[config.mk]
export PLATFORM = sky130hd
export DESIGN_NAME = circular_easing_curve
export DESIGN_NICKNAME = d
export VERILOG_FILES = /design/src/rtl/cec_pkg.sv /design/src/rtl/circular_easing_curve.sv /design/src/rtl/cec_div_cell.sv /design/src/rtl/cec_sqrt_cell.sv
export SDC_FILE = /design/constraint.sdc
export NUM_CORES = 2
export LEC_CHECK = 0
export BUFFER_PORTS_ARGS = -buffer_cell sky130_fd_sc_hd__buf_4
export CAP_MARGIN = 40
export CORE_AREA = 2 2 476 478
export DETAILED_ROUTE_END_ITERATION = 12
export DIE_AREA = 0 0 478 480
export PLACE_DENSITY_LB_ADDON = 0.05
export SLEW_MARGIN = 20
export SYNTH_ARGS = -nofsm -noshare
export SYNTH_HDL_FRONTEND = slang
export SYNTH_HIERARCHICAL = 1
export SYNTH_SLANG_ARGS = --single-unit
[constraint.sdc]
create_clock -name i_clk -period 124.4 [get_ports i_clk]
set_input_delay 24.88 -clock i_clk [delete_from_list [all_inputs] [get_ports i_clk]]
set_output_delay 24.88 -clock i_clk [all_outputs]
set_load 0.1 [all_outputs]
[src/rtl/cec_pkg.sv]
package cec_pkg;

    // Ease modes, as written to register index zero.
    localparam logic [1:0] MODE_IN    = 2'd0;
    localparam logic [1:0] MODE_OUT   = 2'd1;
    localparam logic [1:0] MODE_INOUT = 2'd2;
    localparam logic [1:0] MODE_ZERO  = 2'd3;

    // Register indexes on the configuration port.
    localparam logic REG_MODE     = 1'b0;
    localparam logic REG_DURATION = 1'b1;

    localparam int ELAPSED_W = 16;
    localparam int OUT_W     = 17;

    // Control that travels along the chain with each transaction.
    typedef struct packed {
        logic valid;
        logic sat;
        logic low;
    } t_ctl;

endpackage

[src/rtl/circular_easing_curve.sv]
// Circular easing: each elapsed tick count is clamped to the configured
// duration, normalised to t in [0, 1] and mapped through the selected
// circular ease, giving an unsigned Q1.16 fraction where 65536 is 1.0.
// The pipeline takes one transaction every cycle while the output is not
// stalled and returns results in order, through 2*FRAC_BITS+4 register
// stages: FRAC_BITS divider cells, one register to fold t for the mode,
// one for the square, FRAC_BITS+1 square root cells and the output
// register. A stalled output holds the whole chain. Configuration is
// written by the user only while idle; the block does not enforce this.
module circular_easing_curve #(
    parameter int FRAC_BITS = 16
) (
    input  logic        i_clk,
    input  logic        i_rst_n,
    input  logic        i_cfg_we,
    input  logic        i_cfg_idx,
    input  logic [15:0] i_cfg_data,
    input  logic        i_valid,
    output logic        o_stall,
    input  logic [cec_pkg::ELAPSED_W-1:0] i_elapsed_ticks,
    output logic        o_valid,
    input  logic        i_stall,
    output logic [cec_pkg::OUT_W-1:0]     o_eased_fraction
);
    import cec_pkg::*;

    localparam int F      = FRAC_BITS;
    localparam int ROOT_W = F + 1;
    localparam int V_W    = F + 2;
    localparam logic [F:0] ONE = {1'b1, {F{1'b0}}};

    logic [1:0]  r_mode;
    logic [15:0] r_dur;
    logic        en;

    assign en      = !(o_valid && i_stall);
    assign o_stall = !en;

    always_ff @(posedge i_clk) begin
        if (!i_rst_n) begin
            r_mode <= MODE_IN;
            r_dur  <= 16'd1;
        end else if (i_cfg_we) begin
            if (i_cfg_idx == REG_MODE) begin
                r_mode <= i_cfg_data[1:0];
            end else begin
                r_dur  <= i_cfg_data;
            end
        end
    end

    // Divider chain.
    t_ctl        div_ctl [0:F];
    logic [15:0] div_rem [0:F];
    logic [F-1:0] div_quo [0:F];

    always_comb begin
        div_ctl[0].valid = i_valid;
        div_ctl[0].sat   = (r_dur == 16'd0) || (i_elapsed_ticks >= r_dur);
        div_ctl[0].low   = 1'b0;
        div_rem[0]       = i_elapsed_ticks;
        div_quo[0]       = '0;
    end

    for (genvar k = 0; k < F; k++) begin : g_div
        cec_div_cell #(.FRAC_BITS(F)) u_cell (
            .i_clk   (i_clk),
            .i_rst_n (i_rst_n),
            .i_en    (en),
            .i_den   (r_dur),
            .i_ctl   (div_ctl[k]),
            .i_rem   (div_rem[k]),
            .i_quo   (div_quo[k]),
            .o_ctl   (div_ctl[k+1]),
            .o_rem   (div_rem[k+1]),
            .o_quo   (div_quo[k+1])
        );
    end

    // Fold t into the argument of sqrt(1 - x^2) for the mode.
    logic [F:0]   n_t;
    logic [F+1:0] n_u;
    logic [F:0]   n_x;
    logic         n_low;
    t_ctl         r_a_ctl;
    logic [F:0]   r_a_x;

    always_comb begin
        n_t   = div_ctl[F].sat ? ONE : {1'b0, div_quo[F]};
        n_u   = {n_t, 1'b0};
        n_low = n_u < {1'b0, ONE};
        unique case (r_mode)
            MODE_IN:    n_x = n_t;
            MODE_OUT:   n_x = ONE - n_t;
            MODE_INOUT: n_x = n_low ? n_u[F:0] : (F+1)'({ONE, 1'b0} - n_u);
            default:    n_x = '0;
        endcase
    end

    always_ff @(posedge i_clk) begin
        if (!i_rst_n) begin
            r_a_ctl <= '0;
        end else if (en) begin
            r_a_ctl <= '{valid: div_ctl[F].valid, sat: 1'b0, low: n_low};
        end
    end

    always_ff @(posedge i_clk) begin
        if (en) begin
            r_a_x <= n_x;
        end
    end

    // Radicand 2^(2F) - x^2.
    logic [2*ROOT_W-1:0] n_sq;
    t_ctl                sq_ctl [0:ROOT_W];
    logic [ROOT_W+1:0]   sq_rem [0:ROOT_W];
    logic [ROOT_W-1:0]   sq_root [0:ROOT_W];
    logic [2*ROOT_W-1:0] sq_rad [0:ROOT_W];
    t_ctl                r_b_ctl;
    logic [2*ROOT_W-1:0] r_b_rad;

    assign n_sq = {{(2*ROOT_W-F-1){1'b0}}, r_a_x} * {{(2*ROOT_W-F-1){1'b0}}, r_a_x};

    always_ff @(posedge i_clk) begin
        if (!i_rst_n) begin
            r_b_ctl <= '0;
        end else if (en) begin
            r_b_ctl <= r_a_ctl;
        end
    end

    always_ff @(posedge i_clk) begin
        if (en) begin
            r_b_rad <= ((2*ROOT_W)'(1) << (2*F)) - n_sq;
        end
    end

    always_comb begin
        sq_ctl[0]  = r_b_ctl;
        sq_rem[0]  = '0;
        sq_root[0] = '0;
        sq_rad[0]  = r_b_rad;
    end

    for (genvar k = 0; k < ROOT_W; k++) begin : g_sqrt
        cec_sqrt_cell #(.ROOT_W(ROOT_W)) u_cell (
            .i_clk   (i_clk),
            .i_rst_n (i_rst_n),
            .i_en    (en),
            .i_ctl   (sq_ctl[k]),
            .i_rem   (sq_rem[k]),
            .i_root  (sq_root[k]),
            .i_rad   (sq_rad[k]),
            .o_ctl   (sq_ctl[k+1]),
            .o_rem   (sq_rem[k+1]),
            .o_root  (sq_root[k+1]),
            .o_rad   (sq_rad[k+1])
        );
    end

    // Bring a Q.g value to Q1.16, rounding half up when narrowing.
    function automatic logic [OUT_W-1:0] to_q16(input logic [V_W-1:0] v, input int g);
        logic [V_W+16:0] ext;
        ext = {17'd0, v};
        if (g > 16) begin
            ext = (ext + ((V_W+17)'(1) << (g - 17))) >> (g - 16);
        end else if (g < 16) begin
            ext = ext << (16 - g);
        end
        return ext[OUT_W-1:0];
    endfunction

    logic [V_W-1:0]   n_s;
    logic [OUT_W-1:0] n_frac;

    always_comb begin
        n_s = {1'b0, sq_root[ROOT_W]};
        unique case (r_mode)
            MODE_IN:    n_frac = to_q16({1'b0, ONE} - n_s, F);
            MODE_OUT:   n_frac = to_q16(n_s, F);
            MODE_INOUT: n_frac = sq_ctl[ROOT_W].low ? to_q16({1'b0, ONE} - n_s, F + 1)
                                                    : to_q16({1'b0, ONE} + n_s, F + 1);
            default:    n_frac = '0;
        endcase
    end

    always_ff @(posedge i_clk) begin
        if (!i_rst_n) begin
            o_valid <= 1'b0;
        end else if (en) begin
            o_valid <= sq_ctl[ROOT_W].valid;
        end
    end

    always_ff @(posedge i_clk) begin
        if (en) begin
            o_eased_fraction <= n_frac;
        end
    end

`ifndef SYNTHESIS
    a_range: assert property (@(posedge i_clk) disable iff (!i_rst_n)
        o_valid |-> o_eased_fraction <= 17'd65536)
        else $error("eased fraction above one");
    a_zero_mode: assert property (@(posedge i_clk) disable iff (!i_rst_n)
        (o_valid && r_mode == MODE_ZERO) |-> o_eased_fraction == '0)
        else $error("zero mode gave a non-zero fraction");
    a_stall_src: assert property (@(posedge i_clk) disable iff (!i_rst_n)
        o_stall |-> (o_valid && i_stall))
        else $error("input stalled without an output stall");
`endif

endmodule

[src/rtl/cec_div_cell.sv]
module cec_div_cell #(
    parameter int FRAC_BITS = 16
) (
    input  logic                  i_clk,
    input  logic                  i_rst_n,
    input  logic                  i_en,
    input  logic [15:0]           i_den,
    input  cec_pkg::t_ctl         i_ctl,
    input  logic [15:0]           i_rem,
    input  logic [FRAC_BITS-1:0]  i_quo,
    output cec_pkg::t_ctl         o_ctl,
    output logic [15:0]           o_rem,
    output logic [FRAC_BITS-1:0]  o_quo
);
    import cec_pkg::*;

    logic [16:0] n_rem2;
    logic        n_ge;
    logic [16:0] n_diff;

    // One restoring division step: one quotient bit per cell.
    always_comb begin
        n_rem2 = {i_rem, 1'b0};
        n_ge   = n_rem2 >= {1'b0, i_den};
        n_diff = n_rem2 - {1'b0, i_den};
    end

    always_ff @(posedge i_clk) begin
        if (!i_rst_n) begin
            o_ctl <= '0;
        end else if (i_en) begin
            o_ctl <= i_ctl;
        end
    end

    always_ff @(posedge i_clk) begin
        if (i_en) begin
            o_rem <= n_ge ? n_diff[15:0] : n_rem2[15:0];
            o_quo <= {i_quo[FRAC_BITS-2:0], n_ge};
        end
    end

endmodule

[src/rtl/cec_sqrt_cell.sv]
module cec_sqrt_cell #(
    parameter int ROOT_W = 17
) (
    input  logic                  i_clk,
    input  logic                  i_rst_n,
    input  logic                  i_en,
    input  cec_pkg::t_ctl         i_ctl,
    input  logic [ROOT_W+1:0]     i_rem,
    input  logic [ROOT_W-1:0]     i_root,
    input  logic [2*ROOT_W-1:0]   i_rad,
    output cec_pkg::t_ctl         o_ctl,
    output logic [ROOT_W+1:0]     o_rem,
    output logic [ROOT_W-1:0]     o_root,
    output logic [2*ROOT_W-1:0]   o_rad
);
    import cec_pkg::*;

    logic [ROOT_W+1:0] n_rem2;
    logic [ROOT_W+1:0] n_trial;
    logic              n_ge;

    // One root bit per cell: bring down the next two radicand bits and try
    // four times the partial root plus one.
    always_comb begin
        n_rem2  = {i_rem[ROOT_W-1:0], i_rad[2*ROOT_W-1:2*ROOT_W-2]};
        n_trial = {i_root, 2'b01};
        n_ge    = n_rem2 >= n_trial;
    end

    always_ff @(posedge i_clk) begin
        if (!i_rst_n) begin
            o_ctl <= '0;
        end else if (i_en) begin
            o_ctl <= i_ctl;
        end
    end

    always_ff @(posedge i_clk) begin
        if (i_en) begin
            o_rem  <= n_ge ? n_rem2 - n_trial : n_rem2;
            o_root <= {i_root[ROOT_W-2:0], n_ge};
            o_rad  <= {i_rad[2*ROOT_W-3:0], 2'b00};
        end
    end

endmodule
==> results.toml <==
[grt]
grt_max_degree = 176
grt_util_all_layers_pct = 17.89
grt_pass1_wl_um = 331000
grt_pass1_vias = 59730
overflow = 0
grt_antenna_before_repair = 1

[placed_design]
place.gp.congestion = 0.8422
io_buffers = 56
dp_hpwl_um = 150400

[sta]
period_share_pct = 40.67
fmax_ghz = 0.01976
finalHoldViolCount = 0
worst_slew_pin_slew_ns = 1.030
min_period_ns = 50.60
setup_violations = 0
slew_headroom_pct = 31.30
slew_violations = 0
skew_ns = 0.05223
worst_hold_slack_ns = 0.3997
tns_ns = 0
rsz0062_at_grt = "no"

[die]
die_y_um = 480
dieArea_um2 = 229400
io_pins = 57
die_w_um = 478
core_area_um2 = 224000
std_cell_rows = 174
start_util_pct = 41.16

[worst_setup_path]
crit_type = "primary input to output port"
crit_path_end_kind = "output port"
worst-path-max-fanout = 24
cp.required_ns = 99.52
worstPathArrival_ns = 25.72
start_kind = "primary input"
rrSetupSlack_ns = 116.93

[drt]
drt-vias-per-instance = 5.209
wl_um = 205100
drtIter0Drc = 3492
ant_nets = 0
wl_per_cell_um = 18.10
via_count = 59030
drtPass1Iterations = 7
drcViolationCount = 0

[clocking]
clk_latency_ns = 0.81
clk_path_buf_depth = 3
clk_pin_slew_ns = 0.06
htreeDepth = 4
cts_resized = 0
cts_hold_buf = 0
post_cts_buffers = 0
cts_tree = "yes"
cts_sinks = 1365
root_buffer = "clkbuf_16"
numCtsBuffers = 167

[synth]
yosysWarnings = 6
synthesis.area_um2 = 92200
syn_inst = 8154
syn_area_per_cell_um2 = 11.31

[flow_run]
max_cap_viol_count = 0

[hold_path]
hold_class = "flip-flop to flip-flop"

[final_layout]
fin_util_pct = 44.96
layout.nets = 9173
drive_above_1_share_pct = 12.75
syn_to_final_growth_pct = 9.238

[status]
outcome = "completed"
## layout make-up
type	instances	area, um2
fill	20720	123300
multi-input combinational	5459	45700
sequential	1365	40110
clock buffer	214	4572
inverter	1061	3983
tap	2992	3744
timing repair buffer	142	1599
clock inverter	98	1006
antenna	1	2.502
## final timing paths
kind	depth (start not counted)	start	to
setup reg to reg	20	r_a_x[4]	r_b_rad[31]
hold reg to reg	0	g_div[10].u_cell/o_quo[4]	g_div[11].u_cell/o_quo[5]
hold / removal	0	g_div[10].u_cell/o_quo[4]	g_div[11].u_cell/o_quo[5]
setup / recovery	4	i_stall	o_stall
## placed cells by master (no fill, tap or decap), drive strengths merged, types with 102 or more instances in the layout
| cell | instances |
|---|---|
| clkbuf | 214 |
| o21ai | 301 |
| mux2i | 164 |
| nor3 | 134 |
| nand2 | 439 |
| xor2 | 153 |
| a21o | 236 |
| edfxtp | 1276 |
| xnor2 | 285 |
| o211ai | 125 |
| ha | 724 |
| nor2 | 460 |
| a21oi | 517 |
| o21a | 102 |
| nor2b | 157 |
| buf | 142 |
| fa | 215 |
| mux2 | 290 |
| inv | 1066 |
## state kept, by name, indices dropped and copies added, names as in the netlist, 16 cells and up
name	flops
g_div.u_cell/o_ctl	32
g_div.u_cell/o_quo	136
g_div.u_cell/o_rem	240
g_sqrt.u_cell/o_ctl	34
g_sqrt.u_cell/o_rad	272
g_sqrt.u_cell/o_rem	272
g_sqrt.u_cell/o_root	289
o_eased_fraction	17
r_a_x	17
r_b_rad	33
r_dur	16
## metal layers
metal,routed length (um),vias to the layer above,share of wire (%),track usage [%]
li1,-,29360,-,-
met4,4139,0,2.0,4.240
met5,0,-,0,0
met3,6163,260,3.0,2.302
met2,97310,809,47,30.27
met1,97540,28600,48,24.31
## worst max-delay path, stage by stage
cell	delay [ns]
buf_4	0.12
nand2_4	0.27
inv_1	0.18
buf_4	0.27
## through the flow
step | area [um2] | setup slack (ns) | instances
after floorplan | 92440 | 32.38 | 8218
after global placement | 94340 | 73.28 | 10980
after detailed placement | 95040 | 73.77 | 11010
after CTS | 100600 | 73.78 | 11330
after global routing | 100700 | 73.72 | 11330
final | 100700 | 73.80 | 11330
Power is not shown: default switching activity piles up to over one toggle a cycle in this logic, so the estimate is an artifact.
